### src/rtl/fqs_pkg.sv
// ----------------------------------------------------------------------------
// fqs_pkg
// shared types and constants of the queue statistics unit
// ----------------------------------------------------------------------------
package fqs_pkg;
  localparam int DEPTH = 16;
  localparam int AW = $clog2(DEPTH);
  localparam int CW = $clog2(DEPTH + 1);
  localparam logic REQ_PUSH = 1'b0;
  localparam logic REQ_POP = 1'b1;

  typedef enum logic [2:0] {
    ST_IDLE, ST_RD, ST_SCAN, ST_PAIR_I, ST_PAIR_LD, ST_PAIR_CMP, ST_DONE
  } fqs_state_t;

  typedef struct packed {
    logic start;    // latch request, update pointers, read head
    logic scan;     // accumulate stats over i, read i + 1
    logic pair_ld;  // latch held(i), read held(i + 1)
    logic pair_cmp; // compare held(j) with held(i), read held(j + 1)
  } fqs_cmd_t;

  typedef struct packed {
    logic last_i;   // i is the last held offset
    logic last_j;   // j is the last held offset
    logic hit;      // held(j) equals held(i)
  } fqs_stat_t;
endpackage

### src/rtl/fqs_ram.sv
// ----------------------------------------------------------------------------
// fqs_ram
// generic single-port-write, single-read ram with registered read
// ----------------------------------------------------------------------------
module fqs_ram #(
  parameter int WIDTH = 32,
  parameter int DEPTH = 16
) (
  input  logic                     clk,
  input  logic                     we,
  input  logic [$clog2(DEPTH)-1:0] waddr,
  input  logic [WIDTH-1:0]         wdata,
  input  logic [$clog2(DEPTH)-1:0] raddr,
  output logic [WIDTH-1:0]         rdata
);
  logic [WIDTH-1:0] mem [DEPTH];
  always_ff @(posedge clk) begin
    if (we) mem[waddr] <= wdata;
    rdata <= mem[raddr];
  end
endmodule

### src/rtl/fqs_ctrl.sv
// ----------------------------------------------------------------------------
// fqs_ctrl
// sequencer: statistics pass, then pairwise duplicate search
// ----------------------------------------------------------------------------
module fqs_ctrl import fqs_pkg::*; (
  input  logic      clk,
  input  logic      rst,
  input  logic      in_valid,
  output logic      in_ready,
  output logic      out_valid,
  input  logic      out_ready,
  input  fqs_stat_t stat,
  output fqs_cmd_t  cmd
);
  fqs_state_t state, state_next;

  always_comb begin
    state_next = state;
    case (state)
      ST_IDLE: if (in_valid) state_next = ST_RD;
      ST_RD: state_next = ST_SCAN;
      ST_SCAN: if (stat.last_i) state_next = ST_PAIR_I;
      ST_PAIR_I: state_next = stat.last_i ? ST_DONE : ST_PAIR_LD;
      ST_PAIR_LD: state_next = ST_PAIR_CMP;
      ST_PAIR_CMP: begin
        if (stat.hit) state_next = ST_DONE;
        else if (stat.last_j) state_next = ST_PAIR_I;
      end
      ST_DONE: if (out_ready) state_next = ST_IDLE;
      default: state_next = ST_IDLE;
    endcase
  end

  always_comb begin
    cmd = '0;
    in_ready = 1'b0;
    out_valid = 1'b0;
    case (state)
      ST_IDLE: begin
        in_ready = 1'b1;
        cmd.start = in_valid;
      end
      ST_SCAN: cmd.scan = 1'b1;
      ST_PAIR_LD: cmd.pair_ld = 1'b1;
      ST_PAIR_CMP: cmd.pair_cmp = 1'b1;
      ST_DONE: out_valid = 1'b1;
      default: ;
    endcase
  end

  always_ff @(posedge clk) begin
    if (rst) begin
      state <= ST_IDLE;
    end else begin
      state <= state_next;
    end
  end
endmodule

### src/rtl/fqs_dp.sv
// ----------------------------------------------------------------------------
// fqs_dp
// queue storage, pointers and statistics accumulators
// ----------------------------------------------------------------------------
module fqs_dp import fqs_pkg::*; (
  input  logic               clk,
  input  logic               rst,
  input  fqs_cmd_t           cmd,
  output fqs_stat_t          stat,
  input  logic               req_type,
  input  logic signed [31:0] value,
  output logic signed [31:0] popped_value,
  output logic               underflow,
  output logic               overflow,
  output logic [4:0]         occupancy,
  output logic [4:0]         even_count,
  output logic signed [31:0] min_value,
  output logic               is_empty,
  output logic [3:0]         dup_distance
);
  logic [AW-1:0] head, tail;
  logic [CW-1:0] count;
  logic [CW-1:0] i, j;   // offsets from head
  logic [31:0]   ri;     // held(i) latched for the pair search
  logic [AW-1:0] raddr;
  logic [31:0]   rdata;
  logic          do_push, do_pop, pop_pending;
  logic [CW:0]   pos;
  logic [CW-1:0] off;
  logic [CW-1:0] ev;
  logic [CW-1:0] gap;

  assign do_push = cmd.start && req_type == REQ_PUSH && count != CW'(DEPTH);
  assign do_pop = cmd.start && req_type == REQ_POP && count != '0;

  // read one entry ahead while scanning and comparing
  always_comb begin
    if (cmd.scan || cmd.pair_ld) off = i + CW'(1);
    else if (cmd.pair_cmp) off = j + CW'(1);
    else off = i;
  end

  // physical address of head + offset, modulo depth
  always_comb begin
    pos = (CW+1)'(head) + (CW+1)'(off);
    if (pos >= (CW+1)'(DEPTH)) pos = pos - (CW+1)'(DEPTH);
    raddr = cmd.start ? head : pos[AW-1:0];
  end

  fqs_ram #(.WIDTH(32), .DEPTH(DEPTH)) u_ram (
    .clk(clk), .we(do_push), .waddr(tail), .wdata(value),
    .raddr(raddr), .rdata(rdata)
  );

  assign stat.last_i = (i + CW'(1)) >= count;
  assign stat.last_j = (j + CW'(1)) >= count;
  assign stat.hit = rdata == ri;
  assign gap = j - i;

  always_ff @(posedge clk) begin
    if (rst) begin
      head <= '0;
      tail <= '0;
      count <= '0;
      pop_pending <= 1'b0;
    end else begin
      pop_pending <= do_pop;
      if (do_push) begin
        tail <= (tail == AW'(DEPTH - 1)) ? '0 : tail + AW'(1);
        count <= count + CW'(1);
      end else if (do_pop) begin
        head <= (head == AW'(DEPTH - 1)) ? '0 : head + AW'(1);
        count <= count - CW'(1);
      end
    end
  end

  always_ff @(posedge clk) begin
    if (cmd.start) begin
      underflow <= req_type == REQ_POP && count == '0;
      overflow <= req_type == REQ_PUSH && count == CW'(DEPTH);
    end

    if (cmd.start) popped_value <= '0;
    else if (pop_pending) popped_value <= rdata;

    if (cmd.start) begin
      ev <= '0;
      min_value <= '0;
    end else if (cmd.scan && count != '0) begin
      if (!rdata[0]) ev <= ev + CW'(1);
      if (i == '0 || $signed(rdata) < min_value) min_value <= rdata;
    end

    if (cmd.start) i <= '0;
    else if (cmd.scan) i <= stat.last_i ? '0 : i + CW'(1);
    else if (cmd.pair_cmp && !stat.hit && stat.last_j) i <= i + CW'(1);

    if (cmd.pair_ld) j <= i + CW'(1);
    else if (cmd.pair_cmp && !stat.hit && !stat.last_j) j <= j + CW'(1);

    if (cmd.pair_ld) ri <= rdata;

    if (cmd.start) dup_distance <= '0;
    else if (cmd.pair_cmp && stat.hit) dup_distance <= gap[3:0];
  end

  assign occupancy = 5'(count);
  assign even_count = 5'(ev);
  assign is_empty = count == '0;
endmodule

### src/rtl/fifo_with_min_even_dup_stats_unit.sv
// ----------------------------------------------------------------------------
// fifo_with_min_even_dup_stats_unit
// bounded queue of signed words with per-request statistics
// ----------------------------------------------------------------------------
// Each request is a push or pop; one result follows with popped word, flags,
// occupancy, even count, minimum and duplicate distance. Requests are taken
// one at a time: in_ready is high only while idle. After acceptance the unit
// passes through a read state, then scans the held entries for even count
// and minimum, then runs the pair search: the pair-index and pair-load states
// fetch each outer entry and one compare runs per cycle on the single ram
// read port, stopping at the first duplicate. Once the result is taken the
// unit returns to idle before the next request is accepted. No clearing
// pass after reset.
module fifo_with_min_even_dup_stats_unit import fqs_pkg::*; (
  input  logic               clk,
  input  logic               rst,
  input  logic               in_valid,
  output logic               in_ready,
  input  logic               req_type,
  input  logic signed [31:0] value,
  output logic               out_valid,
  input  logic               out_ready,
  output logic signed [31:0] popped_value,
  output logic               underflow,
  output logic               overflow,
  output logic [4:0]         occupancy,
  output logic [4:0]         even_count,
  output logic signed [31:0] min_value,
  output logic               is_empty,
  output logic [3:0]         dup_distance
);
  fqs_cmd_t  cmd;
  fqs_stat_t stat;

  fqs_ctrl u_ctrl (
    .clk(clk), .rst(rst), .in_valid(in_valid), .in_ready(in_ready),
    .out_valid(out_valid), .out_ready(out_ready), .stat(stat), .cmd(cmd)
  );

  fqs_dp u_dp (
    .clk(clk), .rst(rst), .cmd(cmd), .stat(stat), .req_type(req_type),
    .value(value), .popped_value(popped_value), .underflow(underflow),
    .overflow(overflow), .occupancy(occupancy), .even_count(even_count),
    .min_value(min_value), .is_empty(is_empty), .dup_distance(dup_distance)
  );
endmodule

### config.mk
export PLATFORM = sky130hd
export DESIGN_NAME = fifo_with_min_even_dup_stats_unit
export DESIGN_NICKNAME = d
export VERILOG_FILES = /design/src/rtl/fqs_pkg.sv /design/src/rtl/fqs_ram.sv /design/src/rtl/fqs_ctrl.sv /design/src/rtl/fqs_dp.sv /design/src/rtl/fifo_with_min_even_dup_stats_unit.sv
export SDC_FILE = /design/constraint.sdc
export NUM_CORES = 1
export LEC_CHECK = 0
export ABC_AREA = 1
export ABC_CLOCK_PERIOD_IN_PS = 4040
export BUFFER_PORTS_ARGS = -buffer_cell sky130_fd_sc_hd__buf_2
export CAP_MARGIN = 25
export CORE_ASPECT_RATIO = 2
export CORE_MARGIN = 3
export CORE_UTILIZATION = 45
export DETAILED_ROUTE_END_ITERATION = 7
export PLACE_DENSITY_LB_ADDON = 0.12
export SETUP_SLACK_MARGIN = 0.05
export SYNTH_ARGS = -nofsm -noshare
export SYNTH_HDL_FRONTEND = slang
export SYNTH_SLANG_ARGS = --single-unit
### constraint.sdc
create_clock -name clk -period 4.04 [get_ports clk]
set_input_delay 0.606 -clock clk [delete_from_list [all_inputs] [get_ports clk]]
set_output_delay 0.606 -clock clk [all_outputs]
set_load 0.05 [all_outputs]
==> results of run 1 <==
## cell usage in the layout, fill, tap and decap left out, types with 24 or more instances in the layout
master | synthesis | final
edfxtp_1 | 551 | 551
nor2_1 | 340 | 325
o21ai_0 | 313 | 313
nand2_1 | 253 | 253
inv_1 | 164 | 164
dfxtp_1 | 127 | 126
buf_2 | 51 | 119
a21oi_1 | 112 | 112
nand3_1 | 90 | 89
o221ai_1 | 65 | 65
ha_1 | 59 | 59
clkbuf_16 | 0 | 58
o21ai_1 | 40 | 40
o22ai_1 | 33 | 33
mux2_2 | 32 | 32
buf_12 | 0 | 32
buf_4 | 3 | 24
## critical path, stage by stage (launching register included)
cell and delay (ns):
dfxtp_1 0.40, inv_1 0.08, nor2_1 0.17, nand2_1 0.15, nand2_2 0.15, inv_2 0.06, o21ai_0 0.17, inv_1 0.07
ha_1 0.31, o21ai_4 0.47, inv_6 0.24, buf_12 0.27, buf_4 0.20, o21ai_0 0.30, o221ai_1 0.17, nand3_1 0.11
o21ai_1 0.09
## cell type report
cell class              count  area, um2
diodes                      1       2.50
clock buffers              68       1530
clock inverters            40        438
fillers                  5267      29400
inverters                 171        647
multi-input cells        1421       7710
flip-flops and latches    678      19100
well taps                 780        976
repair buffers            175       1420
## per-layer routing
layer  wire length (um)  vias up
li1                   -     8710
met3               2920      147
met4               3160        2
met5                 13        -
met2              37400      468
met1              28600     9186
## report_power, final
group,switching [mW],internal (mW)
registers,0.696,8.30
clock network,2.54,3.23
logic,8.62,4.15
## cells by family after synthesis
logic type | after synthesis | synth area share, %
muxes | 32 | 1.29
AOI/OAI and AO/OA | 576 | 11.5
DFF | 678 | 68.5
and+or+nand+nor | 718 | 10.5
xor gates and xnor gates | 33 | 1.04
adders and majority gates | 62 | 2.86
buffers and inverters | 298 | 4.34
## flip-flops by register name, indices dropped and copies added, names as in the netlist
register           count
u_dp.popped_value     32
u_dp.underflow         1
u_dp.dup_distance      4
u_dp.head              4
u_ctrl.state           3
u_dp.pop_pending       1
u_dp.ri               32
u_dp.even_count        5
u_dp.u_ram.mem       512
u_dp.u_ram.rdata      32
u_dp.j                 5
u_dp.tail              4
u_dp.occupancy         5
u_dp.min_value        32
u_dp.overflow          1
u_dp.i                 5
## how the worst max path moves through the flow
| stage | end | slack [ns] | cells past startpoint |
|---|---|---|---|
| floorplan | u_dp.u_ram.mem[15][0] | 0.59 | 7 |
| global placement | u_dp.u_ram.rdata[30] | 0.52 | 16 |
| detailed placement | u_dp.u_ram.rdata[30] | 0.53 | 16 |
| CTS | u_dp.u_ram.rdata[30] | 0.51 | 16 |
| global route | u_dp.u_ram.rdata[2] | 0.29 | 19 |
| finish | u_dp.u_ram.rdata[30] | 0.50 | 16 |
==> impl_metrics.ini, run 1 <==
[placement]
place_area_um2 = 29800
place_inst = 3225
gp_congestion = 0.858
dpl.hpwl_mm = 42.2
io_buffers = 119
place_ws_ns = 0.530

[floorplanning]
rows = 128
fp.dieW_um = 182
die_y_um = 358
fp.dieArea_um2 = 65100
initial_core_util_pct = 45.6
fp.coreArea_um2 = 61200
pin_count = 120

[sta]
clock.fmax_ghz = 0.283
worst_slew_pin_slew_ns = 0.932
relSlewSlack_pct = 37.9
period_share_pct = 87.6
rsz0062_at_grt = no
finalClockSkew_ns = 0.0251
finalCriticalPeriod_ns = 3.54
tns_ns = 0
hold_viol = 0
maxSlewViolCount = 0
finalSetupViolCount = 0
layout_setup_ws_ns = 0.503
hold_ws_ns = 0.255

[logic_synthesis]
synth_top_area_cell = edfxtp_1
yosys_warnings = 0
syn_area_per_cell_um2 = 11.6
synth-edff-count = 551
synth.distinct_cells = 42
synthTopCellsByArea = edfxtp_1 (59%), dfxtp_1 (9.1%), o21ai_0 (5.6%)
synth_cells = 2397
synthArstFlopShare_pct = 0
synthTopCellsByCount = edfxtp_1 (551), nor2_1 (340), o21ai_0 (313), nand2_1 (253), inv_1 (164)
syn-cell-area_um2 = 27900
synthFlopType = edfxtp_1
synth_top_area_share_pct = 59.4
post-synth-top-count-cell = edfxtp_1
ys_ff_latch = 678
synth_fp_nets = 2496
seq_area_frac_synth_pct = 68.5

[critical_path]
reg2reg_from = u_ctrl.state[1]
crit_start = u_ctrl.state[1]
worstSetupPathType = flop to flop
reg2reg_depth = 16
reg2reg_slack_ns = 0.50
start_kind = flop
end_kind = flop
worstPathRequired_ns = 4.53
crit_path_max_fanout = 47
critPathArrivalTime_ns = 4.02
r2r-end = u_dp.u_ram.rdata[30]

[min_path]
hp-start = rst
hp-class = primary input to flop
hold_depth = 2
min_to = u_dp.pop_pending

[clock_tree]
cts_repair_resize_count = 0
clkSinkCount = 678
htreeDepth = 2
insertion_delay_ns = 0.63
cts_setup_buffers = 0
path_clk_slew_ns = 0.07
cts_tree = yes
hold_buffers = 0
cts_buffers = 57
cts_max_path_buffers = 3
root_buffer = clkbuf_16

[grt]
grt_max_degree = 82
gr-usage-all-layers_pct = 21.7
grt_pass1_vias = 18200
met2_usage_pct = 39.2
grt_overflow = 0
use_met1_pct = 25.9
antenna_found_initial = 2
grtUsageMet3_pct = 2.48
grt_pass1_wl_mm = 109
grt_busiest_layer = met2

[status]
status = finished clean

[cells_and_area]
area_growth_pct = 14.2
final_util_pct = 52.0
layout-drive-gt1-share_pct = 13.4
nets = 2603
finalNonFillerCells = 3334
fin_area_um2 = 31800

[detailed_routing]
first_pass_iters = 7
routed_wl_mm = 72.2
avgViaCountPerCell = 5.55
drcViolationCount = 0
drt_iter0_drc = 1511
wire_per_inst_um = 21.6
vias = 18500
final_antenna_net_count = 0

[pwr]
peakVddDrop_uv = 642
total_power_mw = 27.5
powerDensity_nw_per_um2 = 866
p_leak_nw = 11.7

[flow_run]
maxCapViolCount = 0
Power figures use the tool's default switching activity.
==> inputs of run 2 (changes only) <==
--- a/config.mk
+++ b/config.mk
@@ -7,7 +7,7 @@
 export LEC_CHECK = 0
 export ABC_AREA = 1
 export ABC_CLOCK_PERIOD_IN_PS = 4040
-export BUFFER_PORTS_ARGS = -buffer_cell sky130_fd_sc_hd__buf_2
+export BUFFER_PORTS_ARGS = -buffer_cell sky130_fd_sc_hd__buf_4
 export CAP_MARGIN = 25
 export CORE_ASPECT_RATIO = 2
 export CORE_MARGIN = 3
==> impl_metrics.ini, run 2 (synthesis gave the netlist of run 1 again) <==
[status]
status = finished clean

[floorplanning]
pin_count = 120
die_y_um = 358
fp.dieArea_um2 = 65100
fp.coreArea_um2 = 61200
rows = 128
fp.dieW_um = 182
initial_core_util_pct = 45.6

[detailed_routing]
vias = 18400
avgViaCountPerCell = 5.54
wire_per_inst_um = 21.8
routed_wl_mm = 72.5
final_antenna_net_count = 0
drcViolationCount = 0
first_pass_iters = 5
drt_iter0_drc = 1268

[clock_tree]
clkSinkCount = 678
cts_tree = yes
insertion_delay_ns = 0.63
htreeDepth = 2
cts_setup_buffers = 0
root_buffer = clkbuf_16
path_clk_slew_ns = 0.07
cts_max_path_buffers = 3
cts_buffers = 58
hold_buffers = 0
cts_repair_resize_count = 0

[grt]
grt_overflow = 0
grt_pass1_wl_mm = 110
grt_pass1_vias = 18400
gr-usage-all-layers_pct = 21.9
grt_max_degree = 102
antenna_found_initial = 0

[placement]
dpl.hpwl_mm = 41.1
gp_congestion = 0.903
io_buffers = 119

[cells_and_area]
layout_common_cells = edfxtp_1 (551), nor2_1 (325), o21ai_0 (313)
layout_commonest_cell = edfxtp_1
area_growth_pct = 14.3
multiInputGateArea_um2 = 7710
antenna_cells = 0
regMostFlops = u_dp.u_ram.mem
nets = 2595
layout-drive-gt1-share_pct = 13.0
seq_area_um2 = 19100
final_util_pct = 52.1
largest_reg_flops = 512
fill_cells = 5317

[critical_path]
r2r-end = u_dp.u_ram.rdata[27]
critPathArrivalTime_ns = 4.06
path_cells = inv_1 > nor2_1 > nand2_1 > nand2_2 > a21oi_1 > o21ai_0 > o21ai_0 > inv_1 > ha_1 > inv_1 > fa_1 > xor2_1 > nand2_1 > o21ai_4 > buf_4 > o21ai_0 > o22ai_1 > o21ai_1
end_kind = flop
reg2reg_from = u_ctrl.state[1]
worstPathRequired_ns = 4.54
crit_path_max_fanout = 25
cp_slowest_cell = buf_4
start_kind = flop
reg2reg_depth = 18
slowest_delay_ns = 0.49
reg2reg_slack_ns = 0.48
worstSetupPathType = flop to flop

[pwr]
p_leak_nw = 11.6
peakVddDrop_uv = 987
powerDensity_nw_per_um2 = 852

[min_path]
hp-start = rst
hold_depth = 2
min_to = u_ctrl.state[2]
hp-class = primary input to flop

[sta]
hold_viol = 0
finalClockSkew_ns = 0.0177
clock.fmax_ghz = 0.281
period_share_pct = 88.1
relSlewSlack_pct = 32.3
tns_ns = 0
maxSlewViolCount = 0
finalCriticalPeriod_ns = 3.56
finalSetupViolCount = 0
rsz0062_at_grt = no
worst_slew_pin_slew_ns = 1.01

[flow_run]
maxCapViolCount = 0
-- run 2: how the worst max path moves through the flow --
stage                     slack, ns               endpoint       startpoint
after floorplan                0.59  u_dp.u_ram.mem[15][0]         in_valid
after global placement         0.58   u_dp.u_ram.rdata[25]  u_ctrl.state[1]
after detailed placement       0.52   u_dp.u_ram.rdata[18]  u_ctrl.state[1]
after CTS                      0.50   u_dp.u_ram.rdata[27]  u_ctrl.state[1]
after global routing           0.16   u_dp.u_ram.rdata[18]  u_ctrl.state[1]
final                          0.48   u_dp.u_ram.rdata[27]  u_ctrl.state[1]
-- run 2: layer usage --
metal	up-vias	part of all wire, %	GRT usage [%]
met5	-	0	0
met4	0	3.9	8.59
met3	141	4.2	2.49
met2	492	52	39.7
met1	9106	40	26.6
li1	8687	-	-
-- run 2: area by class of cell --
| type | instances | area share [%] |
|---|---|---|
| clock buffer | 74 | 4.84 |
| clock inverter | 35 | 1.24 |
| inverter | 171 | 2.03 |
| multi-input combinational | 1421 | 24.2 |
| sequential | 678 | 59.9 |
| tap | 780 | 3.06 |
| timing repair buffer | 166 | 4.66 |
-- run 2: through the flow --
step | power [mW] | instances | hold slack, ns | cell area (um2) | setup slack (ns)
after global routing | 29.1 | 3325 | 0.202 | 31800 | 0.164
after global placement | 21.4 | 3215 | 0.452 | 29900 | 0.580
final | 27.1 | 3325 | 0.215 | 31800 | 0.479
after CTS | 27.4 | 3325 | 0.181 | 31800 | 0.503
after floorplan | 17.8 | 2397 | 0.440 | 27900 | 0.592
after detailed placement | 21.6 | 3216 | 0.460 | 29900 | 0.521
-- run 2: critical path: cells and delay by family (launching register included) --
| kind | cells | cell delay, ns |
|---|---|---|
| AO/OA/AOI/OAI | 7 | 1.09 |
| buffers and inverters | 4 | 0.69 |
| AND/OR/NAND/NOR | 4 | 0.54 |
| adder cells (fa/ha/maj) | 2 | 0.54 |
| flip-flops | 1 | 0.38 |
| XOR/XNOR | 1 | 0.16 |
-- run 2: report_power, final --
group	total, mW	switching [mW]	internal [mW]	leakage, nW
clock	5.73	2.56	3.17	0.945
sequential	9.00	0.707	8.30	6.00
combinational	12.4	8.45	3.96	4.65
total	27.1	11.7	15.4	11.6
